$ cat config.mk
export PLATFORM = sky130hd
export DESIGN_NAME = software_timer_expiry_queue_unit
export DESIGN_NICKNAME = d
export VERILOG_FILES = /design/src/hw/rtl/stq_pkg.sv /design/src/hw/rtl/software_timer_expiry_queue_unit.sv /design/src/hw/rtl/stq_datapath.sv /design/src/hw/rtl/stq_controller.sv
export SDC_FILE = /design/constraint.sdc
export NUM_CORES = 2
export LEC_CHECK = 0
export BUFFER_PORTS_ARGS = -buffer_cell sky130_fd_sc_hd__clkbuf_2
export CAP_MARGIN = 20
export CORE_AREA = 2 2 419 379
export CTS_CLUSTER_DIAMETER = 40
export DETAILED_ROUTE_END_ITERATION = 12
export DIE_AREA = 0 0 421 381
export GPL_TIMING_DRIVEN = 0
export HOLD_SLACK_MARGIN = 0.15
export SYNTH_ARGS = -nofsm -noshare
export SYNTH_HDL_FRONTEND = slang
export SYNTH_SLANG_ARGS = --single-unit
$ cat constraint.sdc
create_clock -name clk -period 6.9 [get_ports clk]
set_clock_uncertainty 0.15 [all_clocks]
set_input_delay 0.69 -clock clk [delete_from_list [all_inputs] [get_ports clk]]
set_output_delay 0.69 -clock clk [all_outputs]
set_load 0.05 [all_outputs]
$ cat src/hw/rtl/stq_pkg.sv
// ----------------------------------------------------------------------------
// Timer expiry queue package
// Shared command codes, transfer types and controller/datapath interface types.
// ----------------------------------------------------------------------------
package stq_pkg;

    localparam int ID_W        = 4;
    localparam int IN_DELAY_W  = 24;
    localparam int MAX_RESULTS = 16;
    localparam int RES_CNT_W   = $clog2(MAX_RESULTS + 1);

    localparam logic [1:0] CMD_TICK  = 2'd0;
    localparam logic [1:0] CMD_START = 2'd1;
    localparam logic [1:0] CMD_STOP  = 2'd2;

    typedef struct packed {
        logic [1:0]            command;
        logic [ID_W-1:0]       timer_id;
        logic [IN_DELAY_W-1:0] start_delay;
        logic                  start_restart;
    } in_item_t;

    typedef struct packed {
        logic            expired_valid;
        logic [ID_W-1:0] expired_id;
        logic            queue_was_busy;
        logic            last_result;
    } out_item_t;

    typedef enum logic [2:0] {
        DP_HOLD,
        DP_LOAD,
        DP_DEC,
        DP_POP,
        DP_REMOVE,
        DP_INSERT
    } dp_op_t;

    typedef struct packed {
        logic            head_zero;
        logic            next_zero;
        logic            head_restart;
        logic [ID_W-1:0] head_id;
        logic            queue_busy;
    } dp_status_t;

    typedef struct packed {
        logic emit;
        logic hit;
        logic last;
    } res_ctl_t;

    typedef enum logic [2:0] {
        ST_IDLE,
        ST_DEC,
        ST_POP,
        ST_REINS,
        ST_REMOVE,
        ST_INSERT
    } ctrl_state_t;

endpackage

$ cat src/hw/rtl/software_timer_expiry_queue_unit.sv
// ----------------------------------------------------------------------------
// Software timer expiry queue
// Bank of one-shot and auto-restart timers kept in a row sorted by expiry.
// ----------------------------------------------------------------------------
// A command is taken when start is high and busy is low; a start or stop
// whose timer_id is not below NUM_TIMERS is ignored. A stop removes any earlier
// arming; a start removes it, then does a sorted insert into the cell row. A
// tick first counts every cell down, then the expiry loop pops one expired head
// per cycle, save that after each pop of a restart timer it first re-inserts
// that timer. Each result appears on result for one cycle with result_valid
// high, in the cycle after it is formed; the consumer must take it then, as
// there is no back-pressure.
module software_timer_expiry_queue_unit #(
    parameter int NUM_TIMERS = 16,
    parameter int DELAY_BITS = 24
) (
    input  logic               clk,
    input  logic               rst_n,
    input  logic               start,
    input  stq_pkg::in_item_t  item,
    output logic               busy,
    output logic               result_valid,
    output stq_pkg::out_item_t result
);

    stq_pkg::dp_op_t     op;
    stq_pkg::dp_status_t status;
    stq_pkg::res_ctl_t   res_ctl;
    logic                result_valid_reg;
    stq_pkg::out_item_t  result_reg;

    stq_controller #(
        .NUM_TIMERS (NUM_TIMERS)
    ) u_ctrl (
        .clk     (clk),
        .rst_n   (rst_n),
        .start   (start),
        .item    (item),
        .status  (status),
        .busy    (busy),
        .op      (op),
        .res_ctl (res_ctl)
    );

    stq_datapath #(
        .NUM_TIMERS (NUM_TIMERS),
        .DELAY_BITS (DELAY_BITS)
    ) u_dp (
        .clk    (clk),
        .rst_n  (rst_n),
        .op     (op),
        .item   (item),
        .status (status)
    );

    always_ff @(posedge clk or negedge rst_n)
    begin
        if (!rst_n)
        begin
            result_valid_reg <= 1'b0;
        end
        else
        begin
            result_valid_reg <= res_ctl.emit;
        end
    end

    always_ff @(posedge clk)
    begin
        if (res_ctl.emit)
        begin
            result_reg.expired_valid  <= res_ctl.hit;
            result_reg.expired_id     <= res_ctl.hit ? status.head_id : '0;
            result_reg.queue_was_busy <= status.queue_busy;
            result_reg.last_result    <= res_ctl.last;
        end
    end

    assign result_valid = result_valid_reg;
    assign result       = result_reg;

`ifndef ASSERT_OFF
    a_no_result_idle: assert property (@(posedge clk) disable iff (!rst_n)
        (result_valid && !result.last_result) |-> busy)
        else $error("non-final result while block is idle");

    a_miss_is_last: assert property (@(posedge clk) disable iff (!rst_n)
        (result_valid && !result.expired_valid) |-> result.last_result)
        else $error("empty tick result not marked final");

    a_accept_busy: assert property (@(posedge clk) disable iff (!rst_n)
        (start && !busy && item.command == stq_pkg::CMD_TICK) |=> busy)
        else $error("tick accepted without entering busy");
`endif

endmodule

$ cat src/hw/rtl/stq_datapath.sv
// ----------------------------------------------------------------------------
// Timer expiry queue datapath
// Sorted row of timer cells with parallel decrement, pop, remove and insert.
// ----------------------------------------------------------------------------
module stq_datapath #(
    parameter int NUM_TIMERS = 16,
    parameter int DELAY_BITS = 24
) (
    input  logic                clk,
    input  logic                rst_n,
    input  stq_pkg::dp_op_t     op,
    input  stq_pkg::in_item_t   item,
    output stq_pkg::dp_status_t status
);

    localparam int ID_W = stq_pkg::ID_W;
    localparam int WIDE_W = (DELAY_BITS > stq_pkg::IN_DELAY_W) ? DELAY_BITS
                                                              : stq_pkg::IN_DELAY_W;

    logic [NUM_TIMERS-1:0] vld_reg, vld_next;
    logic [ID_W-1:0]       id_reg  [NUM_TIMERS];
    logic [ID_W-1:0]       id_next [NUM_TIMERS];
    logic [DELAY_BITS-1:0] rem_reg  [NUM_TIMERS];
    logic [DELAY_BITS-1:0] rem_next [NUM_TIMERS];
    logic [DELAY_BITS-1:0] rel_reg  [NUM_TIMERS];
    logic [DELAY_BITS-1:0] rel_next [NUM_TIMERS];
    logic [NUM_TIMERS-1:0] rst_reg, rst_next;

    logic [ID_W-1:0]       pend_id_reg, pend_id_next;
    logic [DELAY_BITS-1:0] pend_rel_reg, pend_rel_next;
    logic                  pend_rst_reg, pend_rst_next;
    logic                  busy_reg, busy_next;

    logic [NUM_TIMERS-1:0] up_vld, up_rst, dn_vld, dn_rst;
    logic [ID_W-1:0]       up_id  [NUM_TIMERS];
    logic [ID_W-1:0]       dn_id  [NUM_TIMERS];
    logic [DELAY_BITS-1:0] up_rem [NUM_TIMERS];
    logic [DELAY_BITS-1:0] dn_rem [NUM_TIMERS];
    logic [DELAY_BITS-1:0] up_rel [NUM_TIMERS];
    logic [DELAY_BITS-1:0] dn_rel [NUM_TIMERS];
    logic [NUM_TIMERS-1:0] match, gone, lt, dn_lt, at_pos;
    logic [WIDE_W-1:0]     delay_wide;
    logic [DELAY_BITS-1:0] delay_trunc;

    // neighbor views and per-cell compares
    always_comb
    begin
        for (int k = 0; k < NUM_TIMERS - 1; k++)
        begin
            up_vld[k] = vld_reg[k+1];
            up_id[k]  = id_reg[k+1];
            up_rem[k] = rem_reg[k+1];
            up_rel[k] = rel_reg[k+1];
            up_rst[k] = rst_reg[k+1];
        end
        up_vld[NUM_TIMERS-1] = 1'b0;
        up_id[NUM_TIMERS-1]  = '0;
        up_rem[NUM_TIMERS-1] = '0;
        up_rel[NUM_TIMERS-1] = '0;
        up_rst[NUM_TIMERS-1] = 1'b0;

        for (int k = 1; k < NUM_TIMERS; k++)
        begin
            dn_vld[k] = vld_reg[k-1];
            dn_id[k]  = id_reg[k-1];
            dn_rem[k] = rem_reg[k-1];
            dn_rel[k] = rel_reg[k-1];
            dn_rst[k] = rst_reg[k-1];
        end
        dn_vld[0] = 1'b0;
        dn_id[0]  = '0;
        dn_rem[0] = '0;
        dn_rel[0] = '0;
        dn_rst[0] = 1'b0;

        for (int k = 0; k < NUM_TIMERS; k++)
        begin
            match[k] = vld_reg[k] && (id_reg[k] == pend_id_reg);
            lt[k]    = vld_reg[k] && (rem_reg[k] < pend_rel_reg);
        end

        // cell k shifts down on remove when the match sits at or below it
        for (int k = 0; k < NUM_TIMERS; k++)
        begin
            gone[k] = 1'b0;
            for (int j = 0; j < NUM_TIMERS; j++)
            begin
                if (j <= k)
                begin
                    gone[k] = gone[k] | match[j];
                end
            end
        end

        dn_lt[0] = 1'b1;
        for (int k = 1; k < NUM_TIMERS; k++)
        begin
            dn_lt[k] = lt[k-1];
        end
        at_pos = ~lt & dn_lt;
    end

    assign delay_wide  = WIDE_W'(item.start_delay);
    assign delay_trunc = delay_wide[DELAY_BITS-1:0];

    always_comb
    begin
        vld_next      = vld_reg;
        rst_next      = rst_reg;
        pend_id_next  = pend_id_reg;
        pend_rel_next = pend_rel_reg;
        pend_rst_next = pend_rst_reg;
        busy_next     = busy_reg;
        for (int k = 0; k < NUM_TIMERS; k++)
        begin
            id_next[k]  = id_reg[k];
            rem_next[k] = rem_reg[k];
            rel_next[k] = rel_reg[k];
        end

        unique case (op)
            stq_pkg::DP_HOLD:
            begin
            end
            stq_pkg::DP_LOAD:
            begin
                pend_id_next  = item.timer_id;
                pend_rst_next = item.start_restart;
                // a zero delay counts as one tick
                pend_rel_next = (delay_trunc == '0) ? DELAY_BITS'(1) : delay_trunc;
            end
            stq_pkg::DP_DEC:
            begin
                busy_next = |vld_reg;
                for (int k = 0; k < NUM_TIMERS; k++)
                begin
                    if (vld_reg[k] && (rem_reg[k] != '0))
                    begin
                        rem_next[k] = rem_reg[k] - DELAY_BITS'(1);
                    end
                end
            end
            stq_pkg::DP_POP:
            begin
                // hold the fired head for a possible re-arm
                pend_id_next  = id_reg[0];
                pend_rel_next = rel_reg[0];
                pend_rst_next = rst_reg[0];
                vld_next      = up_vld;
                rst_next      = up_rst;
                for (int k = 0; k < NUM_TIMERS; k++)
                begin
                    id_next[k]  = up_id[k];
                    rem_next[k] = up_rem[k];
                    rel_next[k] = up_rel[k];
                end
            end
            stq_pkg::DP_REMOVE:
            begin
                for (int k = 0; k < NUM_TIMERS; k++)
                begin
                    if (gone[k])
                    begin
                        vld_next[k] = up_vld[k];
                        rst_next[k] = up_rst[k];
                        id_next[k]  = up_id[k];
                        rem_next[k] = up_rem[k];
                        rel_next[k] = up_rel[k];
                    end
                end
            end
            stq_pkg::DP_INSERT:
            begin
                // new entry goes ahead of the first entry not below its delay
                for (int k = 0; k < NUM_TIMERS; k++)
                begin
                    if (at_pos[k])
                    begin
                        vld_next[k] = 1'b1;
                        rst_next[k] = pend_rst_reg;
                        id_next[k]  = pend_id_reg;
                        rem_next[k] = pend_rel_reg;
                        rel_next[k] = pend_rel_reg;
                    end
                    else if (!lt[k])
                    begin
                        vld_next[k] = dn_vld[k];
                        rst_next[k] = dn_rst[k];
                        id_next[k]  = dn_id[k];
                        rem_next[k] = dn_rem[k];
                        rel_next[k] = dn_rel[k];
                    end
                end
            end
            default:
            begin
            end
        endcase
    end

    always_ff @(posedge clk or negedge rst_n)
    begin
        if (!rst_n)
        begin
            vld_reg  <= '0;
            busy_reg <= 1'b0;
        end
        else
        begin
            vld_reg  <= vld_next;
            busy_reg <= busy_next;
        end
    end

    always_ff @(posedge clk)
    begin
        rst_reg      <= rst_next;
        pend_id_reg  <= pend_id_next;
        pend_rel_reg <= pend_rel_next;
        pend_rst_reg <= pend_rst_next;
        for (int k = 0; k < NUM_TIMERS; k++)
        begin
            id_reg[k]  <= id_next[k];
            rem_reg[k] <= rem_next[k];
            rel_reg[k] <= rel_next[k];
        end
    end

    assign status.head_zero    = vld_reg[0] && (rem_reg[0] == '0);
    assign status.next_zero    = vld_reg[1] && (rem_reg[1] == '0);
    assign status.head_restart = rst_reg[0];
    assign status.head_id      = id_reg[0];
    assign status.queue_busy   = busy_reg;

`ifndef ASSERT_OFF
    a_valid_prefix: assert property (@(posedge clk) disable iff (!rst_n)
        $onehot({1'b0, vld_reg} + (NUM_TIMERS + 1)'(1)))
        else $error("timer cells are not a contiguous prefix");

    a_insert_room: assert property (@(posedge clk) disable iff (!rst_n)
        (op == stq_pkg::DP_INSERT) |-> !vld_reg[NUM_TIMERS-1])
        else $error("insert into a full timer row");

    a_pop_shrinks: assert property (@(posedge clk) disable iff (!rst_n)
        (op == stq_pkg::DP_POP && vld_reg[0])
            |=> ($countones(vld_reg) + 1 == $countones($past(vld_reg))))
        else $error("pop did not remove exactly one timer");
`endif

endmodule

$ cat src/hw/rtl/stq_controller.sv
// ----------------------------------------------------------------------------
// Timer expiry queue controller
// Sequences start, stop and tick commands over the datapath cell row.
// ----------------------------------------------------------------------------
module stq_controller #(
    parameter int NUM_TIMERS = 16
) (
    input  logic                clk,
    input  logic                rst_n,
    input  logic                start,
    input  stq_pkg::in_item_t   item,
    input  stq_pkg::dp_status_t status,
    output logic                busy,
    output stq_pkg::dp_op_t     op,
    output stq_pkg::res_ctl_t   res_ctl
);

    localparam int CNT_W = stq_pkg::RES_CNT_W;

    stq_pkg::ctrl_state_t state_reg, state_next;
    logic [CNT_W-1:0]     res_cnt_reg, res_cnt_next;
    logic                 any_fired_reg, any_fired_next;
    logic                 is_start_reg, is_start_next;
    logic                 id_ok;

    assign id_ok = (int'(item.timer_id) < NUM_TIMERS);
    assign busy  = (state_reg != stq_pkg::ST_IDLE);

    always_ff @(posedge clk or negedge rst_n)
    begin
        if (!rst_n)
        begin
            state_reg     <= stq_pkg::ST_IDLE;
            res_cnt_reg   <= '0;
            any_fired_reg <= 1'b0;
            is_start_reg  <= 1'b0;
        end
        else
        begin
            state_reg     <= state_next;
            res_cnt_reg   <= res_cnt_next;
            any_fired_reg <= any_fired_next;
            is_start_reg  <= is_start_next;
        end
    end

    always_comb
    begin
        state_next     = state_reg;
        res_cnt_next   = res_cnt_reg;
        any_fired_next = any_fired_reg;
        is_start_next  = is_start_reg;
        op             = stq_pkg::DP_HOLD;
        res_ctl        = '0;

        unique case (state_reg)
            stq_pkg::ST_IDLE:
            begin
                if (start)
                begin
                    unique case (item.command) inside
                        stq_pkg::CMD_TICK:
                        begin
                            state_next = stq_pkg::ST_DEC;
                        end
                        stq_pkg::CMD_START, stq_pkg::CMD_STOP:
                        begin
                            if (id_ok)
                            begin
                                op            = stq_pkg::DP_LOAD;
                                is_start_next = (item.command == stq_pkg::CMD_START);
                                state_next    = stq_pkg::ST_REMOVE;
                            end
                        end
                        default:
                        begin
                        end
                    endcase
                end
            end
            stq_pkg::ST_DEC:
            begin
                op             = stq_pkg::DP_DEC;
                res_cnt_next   = '0;
                any_fired_next = 1'b0;
                state_next     = stq_pkg::ST_POP;
            end
            stq_pkg::ST_POP:
            begin
                if (status.head_zero)
                begin
                    op             = stq_pkg::DP_POP;
                    any_fired_next = 1'b1;
                    // report only the first MAX_RESULTS expiries
                    if (res_cnt_reg < CNT_W'(stq_pkg::MAX_RESULTS))
                    begin
                        res_ctl.emit = 1'b1;
                        res_ctl.hit  = 1'b1;
                        res_ctl.last = (res_cnt_reg == CNT_W'(stq_pkg::MAX_RESULTS - 1))
                                       || !status.next_zero;
                        res_cnt_next = res_cnt_reg + CNT_W'(1);
                    end
                    state_next = status.head_restart ? stq_pkg::ST_REINS : stq_pkg::ST_POP;
                end
                else
                begin
                    if (!any_fired_reg)
                    begin
                        res_ctl.emit = 1'b1;
                        res_ctl.last = 1'b1;
                    end
                    state_next = stq_pkg::ST_IDLE;
                end
            end
            stq_pkg::ST_REINS:
            begin
                op         = stq_pkg::DP_INSERT;
                state_next = stq_pkg::ST_POP;
            end
            stq_pkg::ST_REMOVE:
            begin
                // removing an idle timer leaves the row unchanged
                op         = stq_pkg::DP_REMOVE;
                state_next = is_start_reg ? stq_pkg::ST_INSERT : stq_pkg::ST_IDLE;
            end
            stq_pkg::ST_INSERT:
            begin
                op         = stq_pkg::DP_INSERT;
                state_next = stq_pkg::ST_IDLE;
            end
            default:
            begin
                state_next = stq_pkg::ST_IDLE;
            end
        endcase
    end

`ifndef ASSERT_OFF
    a_reins_after_pop: assert property (@(posedge clk) disable iff (!rst_n)
        (state_reg == stq_pkg::ST_REINS) |-> ($past(state_reg) == stq_pkg::ST_POP))
        else $error("re-arm without a preceding expiry");

    a_res_cnt_bound: assert property (@(posedge clk) disable iff (!rst_n)
        res_cnt_reg <= CNT_W'(stq_pkg::MAX_RESULTS))
        else $error("result count beyond limit");

    a_emit_in_pop: assert property (@(posedge clk) disable iff (!rst_n)
        res_ctl.emit |=> (state_reg == stq_pkg::ST_POP || state_reg == stq_pkg::ST_REINS
                          || state_reg == stq_pkg::ST_IDLE))
        else $error("result emitted outside tick handling");
`endif

endmodule
; ---- Yosys cells after proc, flatten, opt, wreduce, memory -nomap -nowiden
; Memory sizes are Yosys's and may differ from the RTL's.
; Cells that the tools add are included.
[word_totals]
output_inout_bits = 9
register_bits = 80
ramBits = 832
elab_cells = 549
in_bits = 34
n_memories = 3
[mem_list]
columns = name, depth, word_bits, rd, rd_ports_with_merged_regs, write_ports, line
row1 = u_dp.rel_reg, 16, 24, 16, 0, 16, stq_datapath.sv:25  ; logic [DELAY_BITS-1:0] rel_reg [NUM_TIMERS];
row2 = u_dp.rem_reg, 16, 24, 16, 0, 16, stq_datapath.sv:23  ; logic [DELAY_BITS-1:0] rem_reg [NUM_TIMERS];
row3 = u_dp.id_reg, 16, 4, 16, 0, 16, stq_datapath.sv:21  ; logic [ID_W-1:0] id_reg [NUM_TIMERS];
[classes]
n_reduce_logical = 101
bitwise = 17
magnitude_cmp = 17
n_eq_ne = 65
n_addsub = 17
n_mux = 284
[ops]
columns = cell, count
row1 = 2-to-1 mux 24 bit, 113
row2 = one-hot mux 384 bit (4 select lines), 1
row3 = one-hot mux 384 bit (3 select lines), 1
row4 = less-than comparator 24 bit, 16
row5 = nonzero test 24 bit, 16
row6 = "subtractor 24 x 1 -> 24 bit, second input constant", 16
row7 = 2-to-1 mux 4 bit, 48
row8 = one-hot mux 64 bit (3 select lines), 1
row9 = 2-to-1 mux 1 bit, 101
row10 = one-hot mux 16 bit (3 select lines), 2
row11 = logical NOT 24 bit, 3
row12 = equality test 4 bit, 16
row13 = AND reduction 3 bit, 18
row14 = logical AND 1 bit, 50
row15 = "inequality test 3 bit, second input constant", 16
row16 = one-hot mux 24 bit (2 select lines), 1
row17 = "inequality test 2 x 1 -> 1 bit, second input constant", 17
row18 = 2-to-1 mux 3 bit, 6
row19 = AND 16 bit, 1
row20 = inverter 16 bit, 1
row21 = OR reduction 16 bit, 1
row22 = bitwise OR 1 bit, 15
row23 = one-hot mux 3 bit (5 select lines), 1
row24 = "equality test 3 x 2 -> 1 bit, second input constant", 4
row25 = 24 further kinds, 36

; ---- Depth between registers and ports, before layout
; An unclocked memory read counts as a cell.
[logic_depth]
word_depth = 20
mapped_depth = 14
depth_no_buf = 10

; ---- By module
; Synthesis repeated with hierarchy kept, for this count alone.
[unflattened]
hier_cells = 6050
hier_area_um2 = 61211.2
[by_module_without_submodules]
columns = module, instances, seq_area_each_um2, cells_per_inst, area_each_um2
row1 = stq_datapath, 1, 26760.7, 5967, 60252.8
row2 = stq_controller, 1, 250.2, 71, 698.2
row3 = software_timer_expiry_queue_unit, 1, 235.2, 12, 260.2

; ---- Worst setup path before layout
; OpenSTA, ideal clock, no wires.
[synth_timing]
path_type = register to register
start = register, netlist name u_dp.pend_rel_reg[1]
end = memory u_dp.rem_reg[1][0] (enable)
synth_period_minus_slack_ns = 5.270
path_buffers = 4
stages_incl_launch_ff = 13
t_required_ns = 6.305
path_slack_ns = 1.630
arrival_ns = 4.674
setup_ns = 0.445
cell_sequence = edfxtp_1 -> clkbuf_1 -> inv_1 -> ha_1 -> a211oi_1 -> or4_1 -> a211oi_1 -> o41ai_1 -> and2_1 -> clkbuf_1 -> clkbuf_1 -> clkbuf_1 -> a221oi_1
[synth_lines]
columns = item, line
row1 = end: declaration, stq_datapath.sv:23

==> impl_metrics.env <==
export IMPL_holdWs_ns=0.312
export IMPL_cts_root_buf="clkbuf_16"
export IMPL_viasPerCell=6.68
export IMPL_antenna_found_initial=24
export IMPL_final_core_util_pct=46.9
export IMPL_p_leak_nw=28.0
export IMPL_rsz0062_at_grt="no"
export IMPL_grt_pass1_wl_mm=419
export IMPL_routed_wl_mm=304
export IMPL_violations="setup timing"
export IMPL_fin_crit_ns=7.01
export IMPL_ys_seq_elements=912
export IMPL_cts_sinks=912
export IMPL_drive_above_1_share_pct=10.1
export IMPL_period_share_pct=102
export IMPL_status="complete, but fails checks"
export IMPL_drc=0
export IMPL_regArea_sq_mm=0.0272
export IMPL_synth_async_sr_flop_share_pct=3.07
export IMPL_dp_hpwl_mm=229
export IMPL_overflow=0
export IMPL_core_sq_mm=0.156
export IMPL_critical_path_required_ns=7.19
export IMPL_synth_cells=6177
export IMPL_area_growth_pct=17.9
export IMPL_grtUsageTotal_pct=36.4
export IMPL_nFillCells=14764
export IMPL_multi_input_area_sq_mm=0.0329
export IMPL_worst_path_largest_cell_delay_ns=0.72
export IMPL_cp_start_kind="flop"
export IMPL_grt_pass1_vias=55713
export IMPL_grt_max_degree=31
export IMPL_synth_edf_count=884
export IMPL_hold_class="flop to flop"
export IMPL_synth_cell_types=81
export IMPL_place_gp_congestion=1.02
export IMPL_clk_latency_ns=0.83
export IMPL_cts_tree="yes"
export IMPL_cts_made_buffers=165
export IMPL_first_pass_iters=7
export IMPL_design_die_area_sq_mm=0.160
export IMPL_start_util_pct=39.8
export IMPL_synth_nets=6599
export IMPL_clock_fmax_mhz=143
export IMPL_synth_area_sq_mm=0.0621
export IMPL_slew_violations=0
export IMPL_hold_violations=0
export IMPL_final_setup_viol_count=27
export IMPL_worstPathArrival_ns=7.30
export IMPL_power_density_mw_per_mm2=543
export IMPL_die_y_um=381
export IMPL_port_buffers=42
export IMPL_nets=6955
export IMPL_crit_chain="clkbuf_2, inv_2, ha_1, nand2_1, o21ai_0, a211oi_1, o21ai_0, a21oi_1, o31ai_1, clkbuf_1, clkbuf_2, clkbuf_1, o21ai_1, a21oi_4"
export IMPL_fp_row_count=138
export IMPL_crit_fanout=21
export IMPL_clk_pin_slew_worst_paths_ns=0.06
export IMPL_htreeDepth=4
export IMPL_synth_ff_type="edfxtp_1"
export IMPL_avgSynthCellArea_sq_um=10.1
export IMPL_slew_headroom_pct=4.53
export IMPL_ioPinCount=43
export IMPL_ys_warn_count=0
export IMPL_slowest_stage="a21oi_4"
export IMPL_die_width_um=421
export IMPL_clockBufferDepth=3
export IMPL_peakVddDrop_v=0.000289
export IMPL_synth_seq_area_share_pct=43.8
export IMPL_finalPower_mw=39.7
export IMPL_end_kind="flop"
export IMPL_setup_tns_final_ns=-2.25
export IMPL_via_count=58786
export IMPL_drv_cap=0
export IMPL_drtIter0Drc=9240
export IMPL_worst_slack_ns=-0.111
export IMPL_antenna_left=0
export IMPL_worstSetupPathType="flop to flop"
export IMPL_routedWlPerCell_um=34.5
export IMPL_worst_slew_pin_slew_ns=1.43
==> cells in the mapped netlist (all sizes together) (19+ instances only) <==
library cell | count | area (sq um)
nor4 | 84 | 538
or4 | 48 | 364
xnor2 | 146 | 1280
o311ai | 116 | 1020
edfxtp | 884 | 26500
a22oi | 280 | 2100
buf | 140 | 701
nor2b | 25 | 156
xor2 | 242 | 2120
a22o | 21 | 184
o21ai | 603 | 3020
nor3 | 129 | 668
nand2b | 40 | 250
nand3 | 201 | 1010
mux2i | 485 | 4850
a21o | 84 | 631
clkbuf | 333 | 1250
a21oi | 181 | 906
ha | 388 | 4850
a221o | 62 | 621
or2 | 19 | 121
nor2 | 287 | 1080
dfrtp | 28 | 701
a32oi | 21 | 184
o31ai | 39 | 293
nand2 | 706 | 2650
nand4 | 68 | 425
o211ai | 99 | 743
a211oi | 28 | 240
or3 | 76 | 480
a31oi | 53 | 338
inv | 86 | 323
==> logic make-up after synthesis <==
family	synth area share, %
and+or+nand+nor	13.3
adders and majority gates	7.81
AOI/OAI and AO/OA	17.9
buffers and inverters	3.66
xor gates and xnor gates	5.47
muxes	8.01
DFF	43.8
==> layout by cell type (no fill, tap or decap), drive strengths merged, types with 15 or more instances in the layout <==
| cell | Yosys | routed |
|---|---|---|
| xnor2 | 146 | 146 |
| a21o | 84 | 84 |
| a32oi | 21 | 21 |
| or4 | 48 | 48 |
| a21oi | 181 | 182 |
| dlygate4sd3 | 0 | 33 |
| xor2 | 242 | 242 |
| edfxtp | 884 | 884 |
| or3 | 76 | 76 |
| buf | 140 | 251 |
| ha | 388 | 388 |
| clkinvlp | 0 | 16 |
| a211oi | 28 | 28 |
| or2 | 19 | 19 |
| a22oi | 280 | 280 |
| mux2i | 485 | 485 |
| diode | 0 | 20 |
| nor4 | 84 | 84 |
| dfrtp | 28 | 28 |
| o31ai | 39 | 39 |
| nor2 | 287 | 288 |
| nand4 | 68 | 68 |
| nor3 | 129 | 129 |
| a221o | 62 | 62 |
| a31oi | 53 | 53 |
| o211ai | 99 | 99 |
| o21ai | 603 | 603 |
| nand2b | 40 | 40 |
| and2 | 15 | 15 |
| nand2 | 706 | 706 |
| inv | 86 | 106 |
| nor2b | 25 | 25 |
| a22o | 21 | 21 |
| nand3 | 201 | 201 |
| clkbuf | 333 | 560 |
| o311ai | 116 | 116 |
| bufinv | 0 | 21 |
| clkinv | 0 | 67 |
==> worst max-delay path, delay by kind of cell (launching register included) <==
kind	cells	cell delay, ns
buffers and inverters	5	2.88
flip-flops	1	0.31
AO/OA/AOI/OAI	7	2.66
AND/OR/NAND/NOR	1	0.05
adder cells (fa/ha/maj)	1	0.51
==> stage by stage <==
stage          std cells  setup slack, ns  area (sq um)
6_report            8794           -0.111         73300
4_1_cts             8758            0.205         73000
3_3_place_gp        8319            -2.85         65000
2_1_floorplan       6177             1.63         62100
3_5_place_dp        8417            0.251         66900
5_1_grt             8774           0.0921         73200
==> where the power goes <==
group / total (mW) / internal [mW] / switching, mW
logic: 17.9 / 6.16 / 11.7
clock network: 8.57 / 5.30 / 3.26
registers: 13.3 / 9.92 / 3.41
total: 39.7 / 21.4 / 18.4
==> layout make-up <==
type / instances / share of cell area [%]
clock buffer: 184 / 5.83
tap: 2100 / 3.59
clock inverter: 124 / 1.95
multi-input combinational: 4708 / 44.9
inverter: 86 / 0.441
antenna: 20 / 0.0683
buffer: 473 / 2.71
sequential: 912 / 37.2
timing repair buffer: 187 / 3.29
==> routing by layer <==
layer / global-route usage, % / routed length (um)
met1: 46.9 / 117000
met5: 0 / 101
met4: 22.0 / 18800
met3: 14.0 / 42200
met2: 51.3 / 125000
==> path summary, 6_finish.rpt <==
path	startpoint	endpoint	slack (ns)	cells past startpoint
worst max register to register	u_dp.pend_rel_reg[1]$_DFFE_PP_	u_dp.rem_reg[0][7]$_DFFE_PP_	-0.11	14
worst max-delay path	u_dp.pend_rel_reg[1]$_DFFE_PP_	u_dp.rem_reg[0][7]$_DFFE_PP_	-0.11	14
worst min-delay path	u_dp.busy_reg$_DFFE_PN0P_	result[1]$_DFFE_PP_	0.31	0
max in group asynchronous	rst_n	u_dp.vld_reg[10]$_DFFE_PN0P_	5.57	2
min in group asynchronous	rst_n	u_ctrl.res_cnt_reg[1]$_DFFE_PN0P_	0.37	2
worst min register to register	u_dp.busy_reg$_DFFE_PN0P_	result[1]$_DFFE_PP_	0.31	0
==> what timing repair did <==
action                                  4_1_cts  5_1_grt
buffers inserted                              0        4
hold endpoints to repair                     60        0
hold buffers                                 33        0
endpoints found under the setup margin        0       53
gates resized for setup                       0        3
(Power assumes the default switching activity.)
